==> config.mk <==
export PLATFORM = sky130hd
export DESIGN_NAME = svm_level
export DESIGN_NICKNAME = d
export VERILOG_FILES = /design/src/rtl/core/svm_pkg.sv /design/src/rtl/core/svm_level.sv
export SDC_FILE = /design/constraint.sdc
export NUM_CORES = 1
export LEC_CHECK = 0
export BUFFER_PORTS_ARGS = -buffer_cell sky130_fd_sc_hd__buf_2
export CAP_MARGIN = 15
export CORE_MARGIN = 3
export CORE_UTILIZATION = 60
export DETAILED_ROUTE_END_ITERATION = 6
export MAX_ROUTING_LAYER = met4
export PLACE_DENSITY = 0.77
export SYNTH_ARGS = -nofsm -noshare
export SYNTH_HDL_FRONTEND = slang
export SYNTH_SLANG_ARGS = --single-unit
==> constraint.sdc <==
create_clock -name clk -period 12.3 [get_ports clk]
set_input_delay 1.23 -clock clk [delete_from_list [all_inputs] [get_ports clk]]
set_output_delay 1.23 -clock clk [all_outputs]
set_load 0.02 [all_outputs]
==> src/rtl/core/svm_pkg.sv <==
// ----------------------------------------------------------------------------
// svm_pkg
// Widths, constants and types shared by the stereo RMS meter modules.
// ----------------------------------------------------------------------------
package svm_pkg;

  localparam int WINDOW = 1024;
  localparam int POS_W  = $clog2(WINDOW);
  localparam int CNT_W  = $clog2(WINDOW + 1);
  localparam int SMP_W  = 16;
  localparam int GAIN_W = 16;
  localparam int LVL_W  = 8;
  localparam int SQ_W   = 31;              // square of a Q1.15 sample
  localparam int SUM_W  = SQ_W + POS_W;    // window sum of squares
  localparam int MANT_W = 31;              // Q30 mantissa
  localparam int FRAC_W = 16;
  localparam int P_W    = $clog2(SUM_W);
  localparam int LG_W   = P_W + FRAC_W;
  localparam int L2_W   = LG_W + 2;
  localparam int K_W    = 21;
  localparam int PROD_W = L2_W + K_W;
  localparam int ACC_W  = PROD_W + 3;
  localparam int MEM_W  = 2 * SMP_W;

  localparam logic [GAIN_W-1:0]       GAIN_RESET = GAIN_W'(4096);
  // 4.25 * 10*log10(2) in Q16
  localparam logic signed [K_W-1:0]   LEVEL_K    = K_W'(838453);
  // 2^54 scale of sum (Q30) times gain squared (Q24), in Q16
  localparam logic signed [L2_W-1:0]  L2_BIAS    = L2_W'(54 * 65536);
  // 255 in Q32 plus half an LSB for rounding
  localparam logic signed [ACC_W-1:0] ACC_BIAS   = ACC_W'(64'h0000_00FF_8000_0000);

  typedef enum logic [3:0] {
    ST_IDLE,
    ST_READ,
    ST_SUM,
    ST_LOG1,
    ST_WAIT1,
    ST_LOG2,
    ST_WAIT2,
    ST_LEVEL,
    ST_LVWAIT,
    ST_DONE
  } svm_state_t;

  typedef enum logic [1:0] {
    LG_IDLE,
    LG_NORM,
    LG_SQR
  } svm_lg_state_t;

  typedef struct packed {
    logic            busy;
    logic [LG_W-1:0] lg;
  } svm_lg_res_t;

  typedef struct packed {
    logic             done;
    logic [LVL_W-1:0] level;
  } svm_lvl_res_t;

endpackage

==> src/rtl/core/svm_level.sv <==
// ----------------------------------------------------------------------------
// svm_level
// Three-stage dB-to-level mapping: combine logs, scale, round and clamp.
// ----------------------------------------------------------------------------
module svm_level
  import svm_pkg::*;
(
  input  logic            clk,
  input  logic            rst_n,
  input  logic            start,
  input  logic            zero,
  input  logic [LG_W-1:0] lg_sum,
  input  logic [LG_W-1:0] lg_gain,
  input  logic [LG_W-1:0] lg_cnt,
  output svm_lvl_res_t    res
);

  logic                     v1_r, v2_r, done_r;
  logic                     z1_r, z2_r;
  logic signed [L2_W-1:0]   l2_r, l2_nxt;
  logic signed [PROD_W-1:0] prod_r;
  logic signed [ACC_W-1:0]  acc;
  logic [LVL_W-1:0]         level_r, level_nxt;

  // log2 of power = lg(S) + 2 lg(G) - lg(n) - 54, Q16
  assign l2_nxt = $signed({2'b00, lg_sum}) + $signed({1'b0, lg_gain, 1'b0})
                - $signed({2'b00, lg_cnt}) - L2_BIAS;

  assign acc = ACC_BIAS + ACC_W'(prod_r);

  always_comb begin
    if (z2_r || acc[ACC_W-1]) begin
      level_nxt = '0;
    end else if (acc[ACC_W-2:32+LVL_W] != '0) begin
      level_nxt = '1;
    end else begin
      level_nxt = acc[32 +: LVL_W];
    end
  end

  always_ff @(posedge clk) begin
    if (!rst_n) begin
      v1_r   <= 1'b0;
      v2_r   <= 1'b0;
      done_r <= 1'b0;
    end else begin
      v1_r   <= start;
      v2_r   <= v1_r;
      done_r <= v2_r;
    end
  end

  always_ff @(posedge clk) begin
    l2_r    <= l2_nxt;
    z1_r    <= zero;
    prod_r  <= LEVEL_K * l2_r;
    z2_r    <= z1_r;
    level_r <= level_nxt;
  end

  assign res.done  = done_r;
  assign res.level = level_r;

endmodule

### Word-level counts from Yosys, hierarchy flattened

Cells that the tools add are included.

* flip-flop bits (word level): 82
* bits of input ports: 70
* word-level logic and storage cells: 16

* add/sub/neg operators: 4
* $mul: 1
* mux-type cells: 1
* reductions and logical operators: 2

Operators by type and width (count)
* 41-bit by 45-bit adder with 46-bit output, first input constant: 1
* 21-bit by 24-bit multiplier with 45-bit output, first input constant: 1
* 22-bit by 23-bit adder with 24-bit output: 1
* 24-bit by 23-bit subtractor with 24-bit output: 1
* 24-bit by 23-bit subtractor with 24-bit output, second input constant: 1
* 8-bit 2-to-1 mux: 1
* 7-bit nonzero test: 1
* 1-bit logical OR: 1

### Longest topological paths before layout

* depth after elaboration: 3
* depth in mapped cells: 23

### Worst setup path after synthesis

OpenSTA, ideal clock, no wires.

* kind: register to register
* start: reg l2_r[23]
* end: reg prod_r[42]
* library setup time: 136 ps
* arrival time: 6699 ps
* slack: 5465 ps
* stages on the path, launching flop included: 22
* buffers on the path: 1
* period minus slack after synthesis: 6835 ps
* cells stage by stage: dfxtp_1 -> clkinv_1 -> buf_1 -> fa_1 -> inv_1 -> ha_1 -> fa_1 -> inv_1 -> fa_1 -> inv_1 -> fa_1 -> inv_1 -> fa_1 -> inv_1 -> ha_1 -> nand4_1 -> nor3_1 -> o211ai_1 -> a31oi_1 -> nor3_1 -> o41ai_1 -> xor2_1

* word-level cells in the longest chain between the ends: 1

Ends and longest elaborated chain
* start: declaration: line svm_level.sv:20 `logic signed [L2_W-1:0] l2_r, l2_nxt;`
* start signal: assignment: line svm_level.sv:54 `l2_r <= l2_nxt;`
* 21-bit by 24-bit multiplier with 45-bit output: line svm_level.sv:56 `prod_r <= LEVEL_K * l2_r;`
* end signal: assignment: line svm_level.sv:56
* end: declaration: line svm_level.sv:21 `logic signed [PROD_W-1:0] prod_r;`

Every way passes these cells.
A chain may end at the register's enable or synchronous reset.

### Worst setup path after layout

Ends and elaborated chain as after synthesis.

==> key figures <==
STA
  – Max Clk Rate: 0.156 GHz
  – TNS Setup: 0 ps
  – Clock Skews: 6.73 ps
  – Max-slew violation count: 0
  – Max_slew headroom: 36.2%
  – Final setup violating endpoints: 0
  – Final Hold Viols: 0
  – RSZ-0062 raised after global routing: false
  – Fin crit period: 6410 ps
  – Tightest Pin Transition: 957 ps
  – Fin crit share: 52.1%

Finish
  – Final Util: ~65%
  – Diodes inserted: 0
  – Layout cells sized above 1: 6.66%
  – Layout Nets: about 2000
  – Syn-to-layout area delta: 6.22%

Worst setup path
  – Max FO, Critical Path: 45
  – WP buf/inv: 6
  – Crit path cell chain: clkinv_1 > fa_1 > inv_1 > ha_1 > fa_1 > inv_1 > fa_1 > inv_1 > fa_1 > inv_1 > fa_1 > inv_1 > ha_1 > nand4_1 > nor3_1 > o211ai_1 > a31oi_1 > nor3_1 > o41ai_1 > xor2_1
  – Startpoint types: flop
  – Crit path max-delay family: adder cells
  – Crit path capture type: flop
  – CP required: 12540 ps
  – Worst Setup Path Type: reg -> reg
  – Crit-path slowest cell: dfxtp_2
  – Max stage delay on crit path: between 900 and 1000 ps
  – Arr. time, crit path: 6640 ps

Yosys
  – Top cell type's share of synthesized area: 34.5%
  – Warnings from Yosys: 0
  – Synth area leaders: fa_1 (34%), ha_1 (22%), inv_1 (12%), dfxtp_1 (7.8%), a21oi_1 (3.2%)
  – Cell variety after synth: 63
  – Synthesized Nets: 1956
  – Synth Area per Inst: 9.09 um2
  – FFs w/ async S/R, synth: 0%
  – Post-synth EDFFs: 0
  – Largest area contributor in the netlist: fa_1
  – Number of synthesized register bits: 51
  – Sequential share of the synthesized area: 7.82%
  – Post-synthesis cell area: between 10000 and 15000 um2
  – Mapped Cells: 1436
  – Most used DFF post-synth: dfxtp_1

Global route
  – First-pass GRT wire length: 46.3 mm
  – Antenna violations before repair: 0
  – Total GRT Usage: about a quarter
  – Largest net degree at the start of global routing: 46
  – Vias in the first global route: 9565
  – Gr ovfl total: 0

Clock tree
  – Post-cts resize count: 0
  – Reg clk slew, reported paths: 70 ps
  – Total clock sinks: 51
  – Root buf cell: clkbuf_16
  – Setup Fix Bufs, Post-CTS: 0
  – Clock Path Buffers: 2
  – TritonCTS Buffers: 5
  – Worst skew pair latency: 300 ps
  – H-tree levels: 2
  – CTS Hold Bufs: 0
  – TritonCTS clock tree: yes

Routing
  – Vias: 9535
  – Residual DRC: 0
  – Vias/cell: 5.37
  – WL per Instance: ~16 um
  – Iter 0 DRT Violations: ~520
  – Wirelength, routed: 27.8 mm
  – Antenna viol nets, final: 0
  – First drt pass iteration count: 5

Place
  – Port buffer count: 78
  – HPWL Detailed: 24.9 mm
  – RD Place Congestion: 0.979

Die
  – Row cnt: 53
  – Die H: 154 um
  – Die X: 154 um
  – Ports: 79
  – Die footprint: 23600 um2
  – Core Region: 21200 um2
  – Starting density of the core: 61.5%

Run status
  – Status: finished, final reports clean

Hold path
  – Min-delay worst type: reg -> reg

Run
  – Max_cap viols: 0
-- metal layers --
metal	vias to the layer above	share of wire [%]	routed length [um]	global-route usage, %
met5	-	0	0	-
met4	0	1.9	515	4.88
met3	33	5.6	1550	4.14
met2	229	48	13300	40.1
met1	4624	45	12400	33.9
li1	4649	-	-	-
-- cell type report --
class,instances,area [um2]
clock buffers,6,139
clock inverters,2,16.3
fillers,1750,7350
inverters,423,1590
multi-input cells,941,10400
flip-flops and latches,51,1020
well taps,275,344
repair buffers,79,398
-- per-stage QoR --
step,std cells,hold slack (ps),worst slack [ps],cell area (um2)
2_1_floorplan,1436,310,5460,13100
3_3_place_gp,1769,311,6160,13700
3_5_place_dp,1769,312,5960,13700
4_1_cts,1777,329,5950,13900
5_1_grt,1777,333,5350,13900
6_report,1777,328,5890,13900
-- Yosys cell counts (all sizes together) (2+ instances only) --
master and n:
a2111o 2, a211o 5, a211oi 8, a21o 27
a21oi 84, a221o 2, a311o 2, a31oi 13
a41oi 2, and2 7, and3 6, and4 2
buf 4, clkbuf 17, dfxtp 51, fa 225
ha 225, inv 422, mux2i 4, nand2 50
nand2b 6, nand3 13, nand3b 3, nand4 11
nor2 44, nor2b 6, nor3 21, nor3b 3
nor4 6, o2111ai 2, o211a 2, o211ai 7
o21a 8, o21ai 44, o21bai 7, o221ai 2
o22a 2, o311ai 2, o31ai 4, or2 5
or3 4, or4b 4, xnor2 36, xor2 28
-- cells in the final DEF, fill, tap and decap left out, types with 6 or more instances in the layout --
cell type,n
a211oi_1,8
nand4_1,11
nand3_1,13
xnor2_1,36
o21ai_0,40
nor3_1,21
fa_1,225
dfxtp_1,50
and3_1,6
and2_1,7
xor2_1,28
ha_1,225
nand2_1,50
o21bai_1,7
o211ai_1,7
inv_1,422
a31oi_1,13
buf_2,78
a21o_1,27
nor2b_1,6
nor2_1,43
nand2b_1,6
o21a_1,8
a21oi_1,84
-- flip-flops by register name, summed over array words and instances (netlist names) --
register and cells:
done_r 1, v1_r 1, l2_r 24, z2_r 1
level_r 8, v2_r 1, z1_r 1, prod_r 14
-- worst paths after layout --
| kind | start | end | slack [ps] | cells past startpoint |
|---|---|---|---|---|
| worst max-delay path | l2_r[23] | prod_r[42] | 5890 | 20 |
| worst min-delay path | z1_r | z2_r | 330 | 0 |
| worst max register to register | l2_r[23] | prod_r[42] | 5890 | 20 |
| worst min register to register | z1_r | z2_r | 330 | 0 |
-- cells by family (layout without fill, tap and decap cells) --
group	after synthesis	count (layout)	synth area share, %
multiplexers	4	4	0.307
buffers and inverters	444	510	12.8
flip-flops	51	51	7.82
AND/OR/NAND/NOR	192	192	7.51
AO/OA/AOI/OAI	231	231	11.2
XOR/XNOR	64	64	4.29
adder cells (fa/ha/maj)	450	450	56.1
Power is not shown: default switching activity piles up to over one toggle a cycle in this logic, so the estimate is an artifact.
