===== src/rtl/core/svm_pkg.sv =====
// ----------------------------------------------------------------------------
// svm_pkg
// Widths, constants and types shared by the stereo RMS meter modules.
// ----------------------------------------------------------------------------
package svm_pkg;

  localparam int WINDOW = 1024;
  localparam int POS_W  = $clog2(WINDOW);
  localparam int CNT_W  = $clog2(WINDOW + 1);
  localparam int SMP_W  = 16;
  localparam int GAIN_W = 16;
  localparam int LVL_W  = 8;
  localparam int SQ_W   = 31;              // square of a Q1.15 sample
  localparam int SUM_W  = SQ_W + POS_W;    // window sum of squares
  localparam int MANT_W = 31;              // Q30 mantissa
  localparam int FRAC_W = 16;
  localparam int P_W    = $clog2(SUM_W);
  localparam int LG_W   = P_W + FRAC_W;
  localparam int L2_W   = LG_W + 2;
  localparam int K_W    = 21;
  localparam int PROD_W = L2_W + K_W;
  localparam int ACC_W  = PROD_W + 3;
  localparam int MEM_W  = 2 * SMP_W;

  localparam logic [GAIN_W-1:0]       GAIN_RESET = GAIN_W'(4096);
  // 4.25 * 10*log10(2) in Q16
  localparam logic signed [K_W-1:0]   LEVEL_K    = K_W'(838453);
  // 2^54 scale of sum (Q30) times gain squared (Q24), in Q16
  localparam logic signed [L2_W-1:0]  L2_BIAS    = L2_W'(54 * 65536);
  // 255 in Q32 plus half an LSB for rounding
  localparam logic signed [ACC_W-1:0] ACC_BIAS   = ACC_W'(64'h0000_00FF_8000_0000);

  typedef enum logic [3:0] {
    ST_IDLE,
    ST_READ,
    ST_SUM,
    ST_LOG1,
    ST_WAIT1,
    ST_LOG2,
    ST_WAIT2,
    ST_LEVEL,
    ST_LVWAIT,
    ST_DONE
  } svm_state_t;

  typedef enum logic [1:0] {
    LG_IDLE,
    LG_NORM,
    LG_SQR
  } svm_lg_state_t;

  typedef struct packed {
    logic            busy;
    logic [LG_W-1:0] lg;
  } svm_lg_res_t;

  typedef struct packed {
    logic             done;
    logic [LVL_W-1:0] level;
  } svm_lvl_res_t;

endpackage


===== src/rtl/core/svm_log2.sv =====
// ----------------------------------------------------------------------------
// svm_log2
// Iterative log2 in Q16: normalize, then 16 squarings of a Q30 mantissa.
// ----------------------------------------------------------------------------
module svm_log2
  import svm_pkg::*;
(
  input  logic             clk,
  input  logic             rst_n,
  input  logic             start,
  input  logic [SUM_W-1:0] value,
  output svm_lg_res_t      res
);

  svm_lg_state_t      state_r, state_nxt;
  logic [SUM_W-1:0]   x_r, x_nxt;
  logic [P_W-1:0]     p_r, p_nxt;
  logic [MANT_W-1:0]  m_r, m_nxt;
  logic [FRAC_W-1:0]  frac_r, frac_nxt;
  logic [3:0]         cnt_r, cnt_nxt;
  logic [2*MANT_W-1:0] sq;
  logic [MANT_W:0]    sq_top;
  logic               shift8, shift1;

  assign shift8 = (p_r >= P_W'(8)) && (x_r[SUM_W-1 -: 8] == 8'd0);
  assign shift1 = (p_r != '0) && !x_r[SUM_W-1];
  assign sq     = m_r * m_r;
  assign sq_top = sq[2*MANT_W-1 -: MANT_W+1];

  // next state
  always_comb begin
    state_nxt = state_r;
    unique case (state_r)
      LG_IDLE: begin
        if (start) state_nxt = LG_NORM;
      end
      LG_NORM: begin
        if (!shift8 && !shift1) state_nxt = LG_SQR;
      end
      LG_SQR: begin
        if (cnt_r == 4'd0) state_nxt = LG_IDLE;
      end
      default: state_nxt = LG_IDLE;
    endcase
  end

  // datapath
  always_comb begin
    x_nxt    = x_r;
    p_nxt    = p_r;
    m_nxt    = m_r;
    frac_nxt = frac_r;
    cnt_nxt  = cnt_r;
    unique case (state_r)
      LG_IDLE: begin
        if (start) begin
          x_nxt = value;
          p_nxt = P_W'(SUM_W - 1);
        end
      end
      LG_NORM: begin
        if (shift8) begin
          x_nxt = {x_r[SUM_W-9:0], 8'd0};
          p_nxt = p_r - P_W'(8);
        end else if (shift1) begin
          x_nxt = {x_r[SUM_W-2:0], 1'b0};
          p_nxt = p_r - P_W'(1);
        end else begin
          // top bit now at SUM_W-1: the Q30 mantissa is the top MANT_W bits
          m_nxt    = x_r[SUM_W-1 -: MANT_W];
          frac_nxt = '0;
          cnt_nxt  = 4'd15;
        end
      end
      LG_SQR: begin
        if (sq_top[MANT_W]) begin
          m_nxt           = sq_top[MANT_W:1];
          frac_nxt[cnt_r] = 1'b1;
        end else begin
          m_nxt = sq_top[MANT_W-1:0];
        end
        cnt_nxt = cnt_r - 4'd1;
      end
      default: ;
    endcase
  end

  always_ff @(posedge clk) begin
    if (!rst_n) begin
      state_r <= LG_IDLE;
    end else begin
      state_r <= state_nxt;
    end
  end

  always_ff @(posedge clk) begin
    x_r    <= x_nxt;
    p_r    <= p_nxt;
    m_r    <= m_nxt;
    frac_r <= frac_nxt;
    cnt_r  <= cnt_nxt;
  end

  assign res.busy = (state_r != LG_IDLE);
  assign res.lg   = {p_r, frac_r};

endmodule


===== config.mk =====
export PLATFORM = sky130hd
export DESIGN_NAME = svm_log2
export DESIGN_NICKNAME = d
export VERILOG_FILES = /design/src/rtl/core/svm_pkg.sv /design/src/rtl/core/svm_log2.sv
export SDC_FILE = /design/constraint.sdc
export NUM_CORES = 2
export LEC_CHECK = 0
export ABC_AREA = 1
export BUFFER_PORTS_ARGS = -buffer_cell sky130_fd_sc_hd__buf_2
export CAP_MARGIN = 20
export CORE_ASPECT_RATIO = 0.75
export CORE_MARGIN = 2
export CORE_UTILIZATION = 31
export DETAILED_ROUTE_END_ITERATION = 10
export GPL_TIMING_DRIVEN = 0
export PLACE_DENSITY = 0.46
export SETUP_SLACK_MARGIN = 0.05
export SLEW_MARGIN = 0
export SYNTH_ARGS = -nofsm -noshare
export SYNTH_HDL_FRONTEND = slang
export SYNTH_SLANG_ARGS = --single-unit
export TNS_END_PERCENT = 10

===== constraint.sdc =====
create_clock -name clk -period 8.2 [get_ports clk]
set_input_delay 0.41 -clock clk [delete_from_list [all_inputs] [get_ports clk]]
set_output_delay 0.41 -clock clk [all_outputs]
set_load 0.01 [all_outputs]

Yosys cells after proc, flatten, opt, wreduce, memory -nomap -nowiden

Index checks and enable logic that the tools add are counted.

Add/sub/neg operators: 3
Reductions and logical operators: 18
Shift operators: 0
Multipliers: 1
Div/mod/pow operators: 0
Multiplexer cells: 25
Bitwise gates (word level): 1
$lt $le $gt $ge: 3
Eq/ne operators: 9

Operators by type and width:

| operator                                                               | count |
|---|---|
| 41-bit two-way mux                                                     | 3 |
| 31-bit two-way mux                                                     | 3 |
| 41-bit case mux with 2 select lines                                    | 1 |
| 31-bit by 31-bit multiplier with 62-bit output                         | 1 |
| 31-bit case mux with 2 select lines                                    | 1 |
| 16-bit two-way mux                                                     | 3 |
| 16-bit case mux with 2 select lines                                    | 1 |
| 6-bit two-way mux                                                      | 3 |
| 16-bit OR                                                              | 1 |
| 2-bit != test (second input constant)                                  | 6 |
| 6-bit case mux with 2 select lines                                     | 1 |
| 3-bit AND reduction                                                    | 3 |
| 8-bit zero test                                                        | 1 |
| 4-bit two-way mux                                                      | 2 |
| 4-bit case mux with 2 select lines                                     | 1 |
| 6-bit by 4-bit >= comparator with 1-bit output (second input constant) | 1 |
| 2-bit two-way mux                                                      | 3 |
| 2-bit case mux with 3 select lines                                     | 1 |
| 2-bit nonzero test                                                     | 3 |
| 6-bit nonzero test                                                     | 1 |
| 6-bit by 1-bit subtractor with 6-bit output (second input constant)    | 1 |
| 6-bit by 4-bit subtractor with 6-bit output (second input constant)    | 1 |
| 4-bit by 5-bit < comparator with 1-bit output (second input constant)  | 1 |
| 1-bit demux with 4-bit select                                          | 1 |
| 11 further kinds                                                       | 16 |

Register bits after elaboration: 100
Bits of input ports: 44
Output and inout port bits: 23
Bits in read-only memories: 0
Latch bits: 0
Memories: 0
RAM bits: 0

Depth between registers and ports, before layout

Depth in word-level cells: 7
Mapped depth: 35
Gate-level depth less buffers: 33

Least setup slack after synthesis

No wires, ideal clock.

Path type: reg2reg
Start point: register m_r[8]
End point: register frac_r[0] (enable)
Setup time: 0.411 ns
Cell stages (with the launch flop): 30
Arrival time: 7.737 ns
Buffers on the path: 3
Required time: 7.789 ns
Setup slack: 0.052 ns
Cell sequence: edfxtp_1 > clkbuf_1 > buf_1 > nand2_1 > fa_1 > fa_1 > inv_1 > fa_1 > inv_1 > fa_1 > inv_1 > fa_1 > fa_1 > fa_1 > inv_1 > fa_1 > inv_1 > ha_1 > nand2_1 > nand2_1 > a21oi_1 > nand2_1 > nand2_1 > nand2_1 > a21oi_2 > nand2_1 > nand2_1 > nand2_2 > buf_4 > o21ai_0

Word-level cells in the longest chain between the ends: 3

RTL lines:

| what                                           | line            | source |
|---|---|---|
| start, declared                                | svm_log2.sv:18  | `logic [MANT_W-1:0] m_r, m_nxt;` |
| start signal, assigned                         | svm_log2.sv:99  | `m_r <= m_nxt;` |
| 31-bit by 31-bit multiplier with 62-bit output | svm_log2.sv:27  | `assign sq = m_r * m_r;` |
| 2-bit != test (no source line)                 | --              |  |
| 4-bit AND reduction (no source line)           | --              |  |
| end signal, assigned                           | svm_log2.sv:100 | `frac_r <= frac_nxt;` |
| end, declared                                  | svm_log2.sv:19  | `logic [FRAC_W-1:0] frac_r, frac_nxt;` |

Every way passes these cells.
A chain may end at the register's enable or synchronous reset.

Worst setup path in the final report

Start point: register m_r[26]
End point: register m_r[12], data pin

Word-level cells in the longest chain between the ends: 3

RTL lines:

| what                                           | line           | source |
|---|---|---|
| 31-bit by 31-bit multiplier with 62-bit output | svm_log2.sv:27 |  |
| 31-bit two-way mux                             | svm_log2.sv:76 | `if (sq_top[MANT_W]) begin` |
| 31-bit case mux with 2 select lines            | svm_log2.sv:54 | `unique case (state_r)` |
| net m_nxt[12]                                  | svm_log2.sv:18 |  |

The timed path passes the listed nets, and every way through them passes these cells.

==> impl_metrics.csv <==
group,metric,value,unit
outcome,status,"finished clean",
clock_tree,cts_inserted_buffers,9,
min_path,hold_depth,3,
global_route,grt_pass1_vias,27320,
sta,slew_violations,0,
drt,via_per_inst,4.558,
drt,num_vias,26530,
sta,finalSetupViolations,0,
critical_path,critPathMostFrequentCell,"fa_1",
synthesis,synth_area_leaders,"fa_1 (44%), inv_1 (15%), nand2_1 (12%)",
min_path,hold_class,"in -> reg",
synthesis,synth-edff-count,98,
global_route,gr-total-overflow,0,
synthesis,post-synth-top-area-cell,"fa_1",
critical_path,critical-path-top-delay-family,"adder cells",
clock_tree,clkLatencyLatePin,0.38,ns
sta,fin_crit_sh,0.9698,
synthesis,ys_seq_area_frac,0.08798,
synthesis,synthArstFlopShare,0,
synthesis,yosysMostFrequentCell,"inv_1",
synthesis,synthFlopType,"edfxtp_1",
sta,hold_viol_final,0,
critical_path,crit_arrival,8.01,ns
job,max-cap-violations,0,
clock_tree,cts_tree,"done",
drt,ant_nets,0,
clock_tree,htree_levels,3,
floorplan,die_x,385.9,um
placement,dp_cells,5777,
critical_path,worstSetupEndpointType,"flip-flop",
synthesis,synth.distinct_cells,43,
placement,place.gp.congestion,0.9539,
global_route,groute.usage.overall,0.2231,
critical_path,r2r_end,"m_r[12]$_DFFE_PP_",
drt,drt-total-wl,121.8,mm
global_route,grt_antenna_before_repair,1,
clock_tree,cts.clk_slew.worst_paths,0.09,ns
critical_path,worstPathRequired,8.26,ns
critical_path,critPathLaunchType,"flip-flop",
floorplan,die_height,290.4,um
global_route,grt_pass1_wl,181.4,mm
drt,wl_per_cell,20.92,um
critical_path,reg2regPathDepth,26,
synthesis,yosys_warnings,0,
final_layout,fin_nets,5436,
sta,worstMarginPinSlew,0.9039,ns
critical_path,slowest_stage,"fa_1",
clock_tree,ctsLongestPathBuffers,2,
clock_tree,clock_sinks,100,
synthesis,synth_nets,5300,
global_route,grt_start_max_net_pins,27,
drt,drt-initial-drc-count,2264,
sta,period_needed,7.953,ns
clock_tree,cts_root_buf,"clkbuf_16",
critical_path,worst-path-max-fanout,6,
sta,relSlewSlack,0.3951,
drt,drc_errors,0,
final_layout,final_cells,5821,
floorplan,start_util,0.3113,
critical_path,cp_num_buf_inv,7,
min_path,whs_endpoint,"state_r[1]$_SDFFE_PN0P_",
critical_path,worst-setup-path-type,"reg -> reg",
placement,buffer_ports.inserted,66,
sta,setup-tns-final,0,ns
synthesis,syn_inst,4234,
min_path,hold_start,"rst_n",
critical_path,r2r_slack,0.25,ns
sta,fmax,125.7,MHz
critical_path,crit_path_max_incr_delay,0.59,ns
synthesis,synth_top_cell_area_share,0.4411,
floorplan,dieArea,112100,um2
floorplan,rows,105,
final_layout,area_growth_syn_to_layout,11.00,%
final_layout,drive_above_1_share,0.06606,
synthesis,synth_common_cells,"inv_1 (1343), nand2_1 (1064), fa_1 (747)",
critical_path,rr_startpoint,"m_r[26]$_DFFE_PP_",
synthesis,synth.cell_area,33900,um2
floorplan,core_area,108900,um2
sta,rsz0062_at_grt,"false",
placement,dpl.hpwl,105.6,mm
floorplan,io_pins,67,
synthesis,postSynthAreaPerCell,8.007,um2
synthesis,ys_ff_latch,100,
drt,dr.pass1.iters,6,
sta,skew,0.02005,ns
-- how the worst max path moves through the flow --
stage          cells past startpoint                      end         startpoint  slack (ns)
2_1_floorplan                     29  frac_r[0]$_SDFFCE_PN0P_   m_r[8]$_DFFE_PP_        0.05
3_3_place_gp                      29  frac_r[4]$_SDFFCE_PN0P_  m_r[13]$_DFFE_PP_       -3.18
3_5_place_dp                      30  frac_r[4]$_SDFFCE_PN0P_   m_r[8]$_DFFE_PP_       -1.89
4_1_cts                           32  frac_r[4]$_SDFFCE_PN0P_  m_r[13]$_DFFE_PP_        0.05
5_1_grt                           32  frac_r[7]$_SDFFCE_PN0P_  m_r[12]$_DFFE_PP_        0.05
6_report                          26        m_r[12]$_DFFE_PP_  m_r[26]$_DFFE_PP_        0.25
-- cell usage in the layout (no fill, tap or decap), types with 10 or more instances in the layout --
| cell type | netlist | layout |
|---|---|---|
| inv_1 | 1343 | 1343 |
| clkbuf_4 | 0 | 17 |
| clkbuf_1 | 102 | 32 |
| buf_4 | 1 | 36 |
| o21bai_1 | 15 | 15 |
| buf_8 | 0 | 26 |
| nand3_1 | 139 | 137 |
| fa_1 | 747 | 737 |
| nor2_1 | 163 | 157 |
| a21oi_1 | 131 | 128 |
| buf_6 | 4 | 23 |
| buf_2 | 3 | 72 |
| fa_2 | 0 | 10 |
| xor2_1 | 24 | 24 |
| nand2_1 | 1064 | 1059 |
| clkbuf_2 | 0 | 29 |
| clkbuf_16 | 0 | 10 |
| nand4_1 | 14 | 14 |
| edfxtp_1 | 98 | 98 |
| ha_1 | 275 | 267 |
| o21ai_0 | 25 | 23 |
| xnor2_1 | 10 | 10 |
-- per-stage QoR --
stage	utilization	hold WS (ns)	setup WS, ns	instance area, um2
after detailed placement	0.3355	0.4923	-1.887	36540
after global routing	0.3455	0.2907	0.05300	37630
after CTS	0.3414	0.2613	0.05262	37180
after floorplan	-	0.4464	0.05176	33900
after global placement	0.3309	0.4728	-3.175	36040
final	0.3455	0.2776	0.2475	37630
-- routing by layer --
metal  vias up  GRT usage  wire [um]
met5         -          0         10
met4         2    0.03398       1884
met3        87    0.06396      11910
met2       912     0.3118      49250
met1     13200     0.3429      58750
li1      12340          -          -
-- final cells by class --
| class | count | area, um2 |
|---|---|---|
| Buffer | 120 | 812.0 |
| Tap cell | 1444 | 1807 |
| Clock buffer | 10 | 239.0 |
| Inverter | 1346 | 5052 |
| Clock inverter | 6 | 78.83 |
| Timing Repair Buffer | 131 | 1134 |
| Multi-Input combinational cell | 2662 | 25520 |
| Fill cell | 11640 | 71280 |
| Antenna cell | 2 | 5.005 |
| Sequential cell | 100 | 2983 |
-- registers in the layout (all words and copies together), names as in the netlist --
name and flops:
cnt_r 4, m_r 31, state_r 2, x_r 41, frac_r 16, p_r 6
-- logic make-up (layout without fill, tap and decap cells) --
family / count (synthesis) / after routing / share of synthesized area
AOI/OAI and AO/OA: 190 / 190 / 0.03041
xor gates and xnor gates: 34 / 34 / 0.008783
adders and majority gates: 1022 / 1022 / 0.5426
buffers and inverters: 1472 / 1613 / 0.1641
DFF: 100 / 100 / 0.08798
other: 0 / 2 / 0
and+or+nand+nor: 1416 / 1416 / 0.1662
-- worst reg2reg max path: cells and delay by family, from the launching register on --
family                   cells  cell delay (ns)
flip-flops                   1             0.51
buffers and inverters        7             0.77
AND/OR/NAND/NOR             10             1.79
adder cells (fa/ha/maj)      9             4.55
-- repair_timing --
action | in CTS | in global routing
resized for setup | 135 | 140
pin swaps | 1 | 11
setup buffers | 12 | 18
setup endpoints to repair | 47 | 47
cloned | 0 | 1
hold buffers | 0 | 0
Power is not shown: default switching activity piles up to over one toggle a cycle in this logic, so the estimate is an artifact.
